`src/ubxa_pkg.sv`:
```
// ============================================================================
// ubxa_pkg
// Shared types, constants and the expected-byte function of the acknowledge
// frame checker.
// ============================================================================
package ubxa_pkg;

    localparam int unsigned FRAME_BYTES = 10;
    localparam int unsigned BODY_BYTES  = FRAME_BYTES - 2;
    localparam int unsigned BODY_CNT_W  = $clog2(BODY_BYTES);

    localparam logic [7:0] SYNC_ONE  = 8'hB5;
    localparam logic [7:0] SYNC_TWO  = 8'h62;
    localparam logic [7:0] ACK_CLASS = 8'h05;
    localparam logic [7:0] ACK_ID    = 8'h01;
    localparam logic [7:0] LEN_LOW   = 8'h02;
    localparam logic [7:0] LEN_HIGH  = 8'h00;
    localparam logic [7:0] CK_A_BASE = 8'h08;
    localparam logic [7:0] CK_B_BASE = 8'd43;

    localparam logic [BODY_CNT_W-1:0] POS_ACK_CLASS = BODY_CNT_W'(0);
    localparam logic [BODY_CNT_W-1:0] POS_ACK_ID    = BODY_CNT_W'(1);
    localparam logic [BODY_CNT_W-1:0] POS_LEN_LOW   = BODY_CNT_W'(2);
    localparam logic [BODY_CNT_W-1:0] POS_LEN_HIGH  = BODY_CNT_W'(3);
    localparam logic [BODY_CNT_W-1:0] POS_CLASS     = BODY_CNT_W'(4);
    localparam logic [BODY_CNT_W-1:0] POS_ID        = BODY_CNT_W'(5);
    localparam logic [BODY_CNT_W-1:0] POS_CK_A      = BODY_CNT_W'(6);
    localparam logic [BODY_CNT_W-1:0] POS_CK_B      = BODY_CNT_W'(7);

    localparam int unsigned CFG_IDX_W = 1;
    localparam logic [CFG_IDX_W-1:0] REG_EXP_CLASS = 1'b0;
    localparam logic [CFG_IDX_W-1:0] REG_EXP_ID    = 1'b1;

    typedef struct packed {
        logic [7:0] exp_class;
        logic [7:0] exp_id;
    } t_cfg;

    typedef struct packed {
        logic [7:0] seen_id;
        logic [7:0] seen_class;
        logic       ack_match;
    } t_result;

    // Expected value of a body byte; the count starts at the first byte after
    // the sync pair.
    function automatic logic [7:0] expected_byte(input logic [BODY_CNT_W-1:0] cnt,
                                                 input t_cfg cfg);
        logic [7:0] ck_a;
        logic [7:0] ck_b;
        logic [7:0] val;
        ck_a = CK_A_BASE + cfg.exp_class + cfg.exp_id;
        ck_b = CK_B_BASE + {cfg.exp_class[6:0], 1'b0} + cfg.exp_id;
        case (cnt)
            POS_ACK_CLASS: val = ACK_CLASS;
            POS_ACK_ID:    val = ACK_ID;
            POS_LEN_LOW:   val = LEN_LOW;
            POS_LEN_HIGH:  val = LEN_HIGH;
            POS_CLASS:     val = cfg.exp_class;
            POS_ID:        val = cfg.exp_id;
            POS_CK_A:      val = ck_a;
            default:       val = ck_b;
        endcase
        return val;
    endfunction

endpackage

```
`src/ubxa_frame_match.sv`:
```
// ============================================================================
// ubxa_frame_match
// Sync hunt and byte-by-byte comparison against the expected acknowledge
// frame; flags a result on the last frame byte.
// ============================================================================
module ubxa_frame_match (
    input  logic              i_clk,
    input  logic              i_rst_n,
    input  logic              i_go,
    input  logic [7:0]        i_byte,
    input  ubxa_pkg::t_cfg    i_cfg,
    output logic              o_emit,
    output ubxa_pkg::t_result o_result
);

    typedef enum logic [1:0] {
        ST_HUNT,
        ST_SYNC1,
        ST_BODY
    } t_state;

    t_state                             r_state;
    t_state                             n_state;
    logic [ubxa_pkg::BODY_CNT_W-1:0]    r_cnt;
    logic [ubxa_pkg::BODY_CNT_W-1:0]    n_cnt;
    logic                               r_all_eq;
    logic                               n_all_eq;
    logic [7:0]                         r_cls;
    logic [7:0]                         r_id;
    logic                               w_eq;
    logic                               w_last;

    assign w_eq   = (i_byte == ubxa_pkg::expected_byte(r_cnt, i_cfg));
    assign w_last = (r_cnt == ubxa_pkg::POS_CK_B);

    always_comb begin
        n_state  = r_state;
        n_cnt    = r_cnt;
        n_all_eq = r_all_eq;
        unique case (r_state)
            ST_SYNC1: begin
                if (i_byte == ubxa_pkg::SYNC_TWO) begin
                    n_state  = ST_BODY;
                    n_cnt    = '0;
                    n_all_eq = 1'b1;
                end else begin
                    n_state = ST_HUNT;
                end
            end
            ST_BODY: begin
                n_all_eq = r_all_eq & w_eq;
                n_cnt    = r_cnt + 1'b1;
                if (w_last) begin
                    n_state  = ST_HUNT;
                    n_cnt    = '0;
                    n_all_eq = 1'b1;
                end
            end
            default: begin
                n_state = (i_byte == ubxa_pkg::SYNC_ONE) ? ST_SYNC1 : ST_HUNT;
            end
        endcase
    end

    always_ff @(posedge i_clk) begin
        if (!i_rst_n) begin
            r_state  <= ST_HUNT;
            r_cnt    <= '0;
            r_all_eq <= 1'b1;
            r_cls    <= '0;
            r_id     <= '0;
        end else if (i_go) begin
            r_state  <= n_state;
            r_cnt    <= n_cnt;
            r_all_eq <= n_all_eq;
            if (r_state == ST_BODY && r_cnt == ubxa_pkg::POS_CLASS) begin
                r_cls <= i_byte;
            end
            if (r_state == ST_BODY && r_cnt == ubxa_pkg::POS_ID) begin
                r_id <= i_byte;
            end
        end
    end

    assign o_emit               = (r_state == ST_BODY) && w_last;
    assign o_result.ack_match   = r_all_eq & w_eq;
    assign o_result.seen_class  = r_cls;
    assign o_result.seen_id     = r_id;

endmodule
```
`config.mk`:
```
export PLATFORM = sky130hd
export DESIGN_NAME = ubxa_frame_match
export DESIGN_NICKNAME = d
export VERILOG_FILES = /design/src/ubxa_pkg.sv /design/src/ubxa_frame_match.sv
export SDC_FILE = /design/constraint.sdc
export NUM_CORES = 1
export LEC_CHECK = 0
export BUFFER_PORTS_ARGS = -buffer_cell sky130_fd_sc_hd__clkbuf_2
export CORE_MARGIN = 2
export CORE_UTILIZATION = 40
export DETAILED_ROUTE_END_ITERATION = 12
export GPL_ROUTABILITY_DRIVEN = 0
export PLACE_DENSITY = 0.72
export SLEW_MARGIN = 20
export SYNTH_ARGS = -nofsm -noshare
export SYNTH_HDL_FRONTEND = slang
export SYNTH_SLANG_ARGS = --single-unit
```
`constraint.sdc`:
```
create_clock -name i_clk -period 9.2 [get_ports i_clk]
set_clock_uncertainty 0.2 [all_clocks]
set_input_delay 1.84 -clock i_clk [delete_from_list [all_inputs] [get_ports i_clk]]
set_output_delay 1.84 -clock i_clk [all_outputs]
set_load 0.01 [all_outputs]
```
==> metrics, run 1 <==
status complete, no violations; Post-Synth XOR/XNOR Area 0.0544; proportion of synthesized area in mux cells 0.0264; Root Buffer Master clkbuf_8; post-DR wirelength/cell 14.8 um; synth warn 0; syn avg cell area 7.82 sq um; Synth area leader dfxtp_1; cts repair resizes 0; Post-synth top flop dfxtp_1; later-pin clock latency in the skew report 0.26 ns; Async S/R FF share, synth 0; synthesized net count 370; Design Power 0.000245 W; DR iter-0 viols 167; post-route ant nets 0; vias in the first global route 2,276; Setup TNS 0 ns; drc violations 0; flops & latches, synth 22; final global-route overflow total 0; Crit path arrival time 4.48 ns; top cells by area, synth dfxtp_1 18%, ha_1 17%, nand2_1 7.5%, a21boi_0 5.3%, xnor2_1 4.4%; via count 2,337; Switching Fraction 0.308; Fmax achieved 0.153 GHz; initial antenna violation count 0; Yosys top cell area share 0.182; largest family of logic cells by synthesized area simple AND/OR/NAND/NOR gates; hold buffer count at CTS 0; Post-synth EDFFs 0; required time at the worst-slack endpoint 7.16 ns; Leak 1.18 nW; CTS H-tree lvls 1; Area after DPL 2680 sq um; fraction of layout cells with a size suffix above 1 0.188; Syn Inst Count 309; power density over the cells 89.5 nW/um^2; max-cap violations 0; Net count, final 408; final wirelength 6240 um; largest net degree at the start of global routing 24; HP Class reg2reg; Total GRT Usage 0.192; count of clock tree sinks 22; Crit Path Max Fanout 3; post-CTS setup buffer count 0; Hold WS 0.267 ns; die height 81.7 um; RSZ-0062 raised after global routing false; peak supply drop 58.7 uV; Worst-Margin Slew 0.627 ns; first-pass GRT wire length 10,200 um; adder-cell area share of the yosys netlist 0.182; Layout area overhead 13.2%; Psw 0.0000754 W; WS Path Type in2out; Clk pwr share 0.283; Int Pwr 0.000169 W; CTS tree done; row count 28; final worst-path cycle share 0.708; Distinct cells, synth 63; die footprint 6680 sq um; Clock Tree Buf Depth 2; count leader, synth nand2_1; die width 81.7 um; Crit. End Element output pin; Initial Util 0.411; Final setup viols 0; Reg power frac 0.389; Worst setup SP type input pin; Post-Synth Simple-Gate Area 0.281; Port-buffer cells 44; fin area 2730 sq um; Hold Vio Cnt, Final 0; compound-gate portion of the synthesized area 0.213; Combinational Power Share 0.328; DR pass1 iterations 4; slew margin rel. 0.582; final worst path period need 6.52 ns; core area 5890 sq um; final slew viol count 0; IO Pins 45; synthesized area 2420 sq um; DP HPWL 4940 um; register area share after synthesis 0.182; # diodes 0; CTS Buf Count 3; Via density 5.55; Reg clk slew, reported paths 0.08 ns; top cells by count, synth 48 x nand2_1, 32 x ha_1, 25 x inv_1, 22 x dfxtp_1, 19 x nor2_1; Fill cells 603
worst max-delay path, stage by stage:
cell and delay [ns]:
clkbuf_2 0.10, inv_1 0.04, ha_1 0.26, inv_1 0.04
ha_1 0.20, fa_1 0.44, and3_4 0.16, or4_4 0.50
a22oi_2 0.18, nor3b_2 0.19, nand4_1 0.13, nor4_2 0.22
clkbuf_2 0.17
layout by cell type, fill, tap and decap left out, drive strengths merged, types with 4 or more instances in the layout:
| cell type | n |
|---|---|
| nor3 | 4 |
| clkbuf | 48 |
| a21oi | 12 |
| nand2b | 6 |
| and3 | 4 |
| dfxtp | 22 |
| nand3 | 7 |
| a22o | 5 |
| nor2 | 20 |
| nor2b | 8 |
| nand2 | 48 |
| inv | 25 |
| ha | 32 |
| o21ai | 6 |
| nand4 | 7 |
| a21boi | 19 |
| xnor2 | 12 |
cell type report:
| class | instances | area (sq um) | area share |
|---|---|---|---|
| tap | 75 | 93.8 | 0.0343 |
| inverter | 25 | 93.8 | 0.0343 |
| multi-input combinational | 251 | 1830 | 0.670 |
| timing repair buffer | 44 | 220 | 0.0805 |
| clock buffer | 4 | 55.1 | 0.0201 |
| sequential | 22 | 440 | 0.161 |
cell families (layout without fill, tap and decap cells):
kind of cell / count (synthesis) / in the layout
simple gates: 126 / 126
buf+inv: 36 / 73
xor+xnor: 15 / 15
mux: 6 / 6
flops: 22 / 22
fa+ha+maj: 34 / 34
compound gates: 70 / 70
metal layers:
| layer | GRT usage | share of wire | vias to the layer above |
|---|---|---|---|
| li1 | - | - | 1168 |
| met3 | 0.0220 | 0.047 | 14 |
| met4 | 0.0700 | 0.023 | 0 |
| met1 | 0.244 | 0.43 | 1094 |
| met5 | 0 | 0 | - |
| met2 | 0.333 | 0.50 | 61 |
registers in the layout, summed over array words and instances (netlist names):
name      count
r_cnt         3
r_cls         8
r_id          8
r_all_eq      1
r_state       2
worst paths after layout:
check / start / end / slack, ns / cells past startpoint
setup / recovery: i_cfg[1] / o_result[0] / 2.68 / 13
hold / removal: r_cls[0]$_SDFFE_PN0P_ / r_cls[0]$_SDFFE_PN0P_ / 0.27 / 2
setup reg to reg: r_cnt[0]$_SDFFE_PN0P_ / r_all_eq$_SDFFE_PN1P_ / 6.22 / 9
hold reg to reg: r_cls[0]$_SDFFE_PN0P_ / r_cls[0]$_SDFFE_PN0P_ / 0.27 / 2
power by group through the flow:
| stage | clock [W] | combinational, W | sequential, W |
|---|---|---|---|
| 2_1_floorplan | 0 | 0.0000572 | 0.0000974 |
| 3_3_place_gp | 0 | 0.0000768 | 0.0000974 |
| 3_5_place_dp | 0 | 0.0000794 | 0.0000974 |
| 4_1_cts | 0.0000711 | 0.0000799 | 0.0000951 |
| 5_1_grt | 0.0000744 | 0.0000899 | 0.0000951 |
| 6_report | 0.0000693 | 0.0000804 | 0.0000951 |
stage by stage:
step           cells   util  setup WS (ns)
6_report         421  0.464           2.68
5_1_grt          421  0.464           2.51
4_1_cts          421  0.464           2.67
3_5_place_dp     417  0.455           2.65
3_3_place_gp     417  0.455           2.67
2_1_floorplan    309      -           3.00
(Power assumes the default switching activity.)
==> inputs of run 2 (changes only) <==
==> constraint.sdc (replaced) <==
create_clock -name i_clk -period 6 [get_ports i_clk]
set_clock_uncertainty 0.2 [all_clocks]
set_input_delay 1.2 -clock i_clk [delete_from_list [all_inputs] [get_ports i_clk]]
set_output_delay 1.2 -clock i_clk [all_outputs]
set_load 0.01 [all_outputs]
==> metrics, run 2 (same netlist as run 1, synthesis figures left out) <==
post-DR wirelength/cell 15.0 um (+1.4%); final wirelength 6330 um (+1.4%); Fill cells 588 (-2.5%); count of clock tree sinks 22 (unchanged); die width 81.7 um (unchanged); drc violations 0 (unchanged); Leak 1.18 nW (unchanged); Final setup viols 0 (unchanged); largest net degree at the start of global routing 24 (unchanged); Fmax achieved 0.191 GHz; vias in the first global route 2,311 (+1.5%); Worst-Margin Slew 0.614 ns (-0.0124 ns); peak supply drop 105 uV (+79%); WS Path Type in2out; first-pass GRT wire length 10,400 um (+1.2%); via count 2,364 (+1.2%); Crit path arrival time 3.83 ns (-0.65 ns); final worst path period need 5.23 ns; CTS tree done; required time at the worst-slack endpoint 4.60 ns (-2.56 ns); Port-buffer cells 44 (unchanged); final worst-path cycle share 0.872; IO Pins 45 (unchanged); fin area 2730 sq um (unchanged); commonest non-fill, non-tap cell in the layout nand2_1; critical path endpoint o_result[0]; later-pin clock latency in the skew report 0.27 ns (about the same); Total GRT Usage 0.195 (+0.00308); max-cap violations 0 (unchanged); final global-route overflow total 0 (unchanged); RSZ-0062 raised after global routing false; Largest regs r_cls x8, r_id x8, r_cnt x3; cts repair resizes 0 (unchanged); # diodes 0 (unchanged); initial antenna violation count 0 (unchanged); DR iter-0 viols 136 (-19%); Area after DPL 2680 sq um (unchanged); DP HPWL 4940 um (about the same); Crit. Startpoint i_cfg[1]; Crit Path Max Fanout 3 (unchanged); row count 28 (unchanged); Reg clk slew, reported paths 0.08 ns (about the same); Worst setup SP type input pin; post-route ant nets 0 (unchanged); post-CTS setup buffer count 0 (unchanged); die height 81.7 um (unchanged); commonest cells after routing, fill and taps aside 48 x nand2_1, 44 x clkbuf_2, 32 x ha_1; Hold Path Depth 2 (unchanged); CTS H-tree lvls 1 (unchanged); Clock Tree Buf Depth 2 (unchanged); Crit. End Element output pin; hold buffer count at CTS 0 (unchanged); FF-to-FF Start r_cnt[1]$_SDFFE_PN0P_; Initial Util 0.411 (unchanged); fraction of layout cells with a size suffix above 1 0.188 (unchanged); Via density 5.62 (+1.2%); final slew viol count 0 (unchanged); Worst R2R Path Depth 9 (unchanged); Layout area overhead 13.2% (unchanged); CTS Buf Count 3 (unchanged); Hold Vio Cnt, Final 0 (unchanged); HP Class reg2reg; Net count, final 408 (unchanged); die footprint 6680 sq um (unchanged); status complete, no violations; Setup TNS 0 ns (unchanged); power density over the cells 138 nW/um^2 (+54%); DR pass1 iterations 4 (unchanged); Root Buffer Master clkbuf_8; core area 5890 sq um (unchanged); reg2reg setup slack 3.04 ns (-3.18 ns); R2R Path End r_all_eq$_SDFFE_PN1P_; slew margin rel. 0.590 (+0.00830)
==> run 2: worst min path at each step <==
stage,startpoint,to
after floorplan,r_id[0]$_SDFFE_PN0P_,r_id[0]$_SDFFE_PN0P_
after global placement,r_cls[7]$_SDFFE_PN0P_,r_cls[7]$_SDFFE_PN0P_
after detailed placement,r_cls[7]$_SDFFE_PN0P_,r_cls[7]$_SDFFE_PN0P_
after CTS,r_cls[7]$_SDFFE_PN0P_,r_cls[7]$_SDFFE_PN0P_
after global routing,r_id[6]$_SDFFE_PN0P_,r_id[6]$_SDFFE_PN0P_
final,r_id[2]$_SDFFE_PN0P_,r_id[2]$_SDFFE_PN0P_
==> run 2: area by class of cell <==
cell class                 count  area, sq um  share of cell area
sequential                    22          440               0.161
inverter                      25         93.8              0.0343
clock buffer                   4         55.1              0.0201
multi-input combinational    251         1830               0.670
timing repair buffer          44          220              0.0805
tap                           75         93.8              0.0343
==> run 2: per-layer routing <==
metal | share of wire | GRT usage | wire length [um]
met5 | 0 | 0 | 0
met4 | 0.017 | 0.0700 | 109
met3 | 0.059 | 0.0209 | 374
met2 | 0.50 | 0.346 | 3190
met1 | 0.42 | 0.243 | 2650
==> run 2: stage by stage <==
step | setup slack (ns) | instances | util | total power (W) | hold WS (ns)
final | 0.766 | 421 | 0.464 | 0.000377 | 0.271
after global placement | 0.750 | 417 | 0.455 | 0.000267 | 0.251
after detailed placement | 0.738 | 417 | 0.455 | 0.000271 | 0.260
after global routing | 0.586 | 421 | 0.464 | 0.000400 | 0.296
after floorplan | 1.08 | 309 | - | 0.000237 | 0.288
after CTS | 0.756 | 421 | 0.464 | 0.000377 | 0.271
==> run 2: critical path, cell delays in order <==
cell and delay, ns:
clkbuf_2 0.11, inv_1 0.04, ha_1 0.26, inv_1 0.04
ha_1 0.20, fa_1 0.44, and3_4 0.16, or4_4 0.51
a22oi_2 0.17, nor3b_2 0.18, nand4_1 0.13, nor4_2 0.22
clkbuf_2 0.17
==> run 2: where the power goes <==
part | total (W) | switching, W | internal, W
Sequential | 0.000146 | 0.00000000797 | 0.000146
Clock | 0.000108 | 0.0000495 | 0.0000586
Combinational | 0.000123 | 0.0000681 | 0.0000553
==> inputs of run 3 (changes only) <==
==> constraint.sdc (replaced) <==
create_clock -name i_clk -period 5.1 [get_ports i_clk]
set_clock_uncertainty 0.2 [all_clocks]
set_input_delay 1.02 -clock i_clk [delete_from_list [all_inputs] [get_ports i_clk]]
set_output_delay 1.02 -clock i_clk [all_outputs]
set_load 0.01 [all_outputs]
==> metrics, run 3 (same netlist as run 1, synthesis figures left out) <==
Layout area overhead 13.2% (unchanged); Via density 5.64 (+0.38%); Port-buffer cells 44 (unchanged); peak supply drop 111 uV (+5.8%); final worst-path cycle share 0.961; Net count, final 408 (unchanged); Hold WS 0.267 ns (-0.00411 ns); Largest regs r_cls x8, r_id x8, r_cnt x3; hold buffer count at CTS 0 (unchanged); Total GRT Usage 0.194 (-0.000689); HP Class reg2reg; Setup TNS 0 ns (unchanged); final worst path period need 4.90 ns; die height 81.7 um (unchanged); status complete, no violations; die width 81.7 um (unchanged); max-cap violations 0 (unchanged); row count 28 (unchanged); fraction of layout cells with a size suffix above 1 0.188 (unchanged); post-CTS setup buffer count 0 (unchanged); Fmax achieved 0.204 GHz; FF-to-FF Start r_cnt[1]$_SDFFE_PN0P_; Final setup viols 0 (unchanged); power density over the cells 162 nW/um^2 (+17%); # diodes 0 (unchanged); Hold Path Depth 2 (unchanged); Worst setup SP type input pin; slew margin rel. 0.558 (-0.0315); DR pass1 iterations 6 (+2); Crit path arrival time 3.68 ns (-0.15 ns); Crit Path Max Fanout 3 (unchanged); later-pin clock latency in the skew report 0.27 ns (about the same); IO Pins 45 (unchanged); post-route ant nets 0 (unchanged); Reg clk slew, reported paths 0.07 ns (about the same); required time at the worst-slack endpoint 3.88 ns (-0.72 ns); DR iter-0 viols 154 (+13%); vias in the first global route 2,294 (-0.74%); core area 5890 sq um (unchanged); fin area 2730 sq um (unchanged); Initial Util 0.411 (unchanged); RSZ-0062 raised after global routing false; Worst R2R Path Depth 9 (unchanged); final wirelength 6290 um (-0.66%); Crit. End Element output pin; CTS H-tree lvls 1 (unchanged); Area after DPL 2680 sq um (unchanged); DP HPWL 4930 um (-0.14%); final slew viol count 0 (unchanged); via count 2,373 (+0.38%); initial antenna violation count 0 (unchanged); Worst-Margin Slew 0.662 ns (+0.0481 ns); count of clock tree sinks 22 (unchanged); final global-route overflow total 0 (unchanged); HP Start r_cls[7]$_SDFFE_PN0P_; CTS tree done; die footprint 6680 sq um (unchanged); Hold EP r_cls[7]$_SDFFE_PN0P_; cts repair resizes 0 (unchanged); WS Path Type in2out; post-DR wirelength/cell 14.9 um (-0.66%); reg2reg setup slack 2.08 ns (-0.96 ns); first-pass GRT wire length 10,300 um (-0.94%); drc violations 0 (unchanged); largest net degree at the start of global routing 24 (unchanged); CTS Buf Count 3 (unchanged); Clock Tree Buf Depth 2 (unchanged); Leak 1.18 nW (unchanged); commonest non-fill, non-tap cell in the layout nand2_1; commonest cells after routing, fill and taps aside 48 x nand2_1, 44 x clkbuf_2, 32 x ha_1; Hold Vio Cnt, Final 0 (unchanged); Root Buffer Master clkbuf_8; R2R Path End r_all_eq$_SDFFE_PN1P_
==> run 3: cell counts in the layout (fill, tap and decap cells not counted) <==
Identical to the previous run, type by type.
==> run 3: cell type report <==
class	instances	area, sq um
Fill cell	599	3150
Multi-Input combinational cell	251	1830
Sequential cell	22	440
Timing Repair Buffer	44	220
Inverter	25	93.8
Tap cell	75	93.8
Clock buffer	4	55.1
==> run 3: routing by layer <==
layer / vias to the layer above / GRT usage / routed length, um
met4: 0 / 0.0950 / 184
met3: 23 / 0.0286 / 394
met5: - / 0 / 0
met2: 65 / 0.334 / 3100
li1: 1168 / - / -
met1: 1117 / 0.236 / 2610
==> run 3: worst max path at each step <==
stage	startpoint	end	slack (ns)
6_report	i_cfg[1]	o_result[0]	0.20
5_1_grt	i_cfg[1]	o_result[0]	0.04
4_1_cts	i_cfg[1]	o_result[0]	0.20
3_5_place_dp	i_cfg[1]	o_result[0]	0.18
3_3_place_gp	i_cfg[1]	o_result[0]	0.21
2_1_floorplan	i_cfg[1]	o_result[0]	0.54
==> run 3: through the flow <==
stage,power [W],std cells,setup WS [ns],utilization
after CTS,0.000445,421,0.201,0.464
after detailed placement,0.000319,417,0.183,0.455
after global placement,0.000314,417,0.210,0.455
after floorplan,0.000279,309,0.537,-
final,0.000442,421,0.198,0.464
after global routing,0.000470,421,0.0443,0.464
==> run 3: worst max-delay path, cell delays in order <==
cell,delay [ns]
clkbuf_2,0.11
inv_1,0.05
ha_1,0.27
inv_1,0.04
ha_1,0.20
fa_1,0.44
and3_4,0.16
or4_4,0.50
a22oi_2,0.17
nor3b_2,0.19
nand4_1,0.14
nor4_2,0.23
clkbuf_2,0.17
==> run 3: power breakdown <==
part / leakage (nW) / internal [W] / total [W] / switching [W]
Clock: 0.0288 / 0.0000689 / 0.000126 / 0.0000569
Sequential: 0.177 / 0.000172 / 0.000172 / 0.00000000836
Combinational: 0.976 / 0.0000650 / 0.000145 / 0.0000796
Total: 1.18 / 0.000305 / 0.000442 / 0.000137
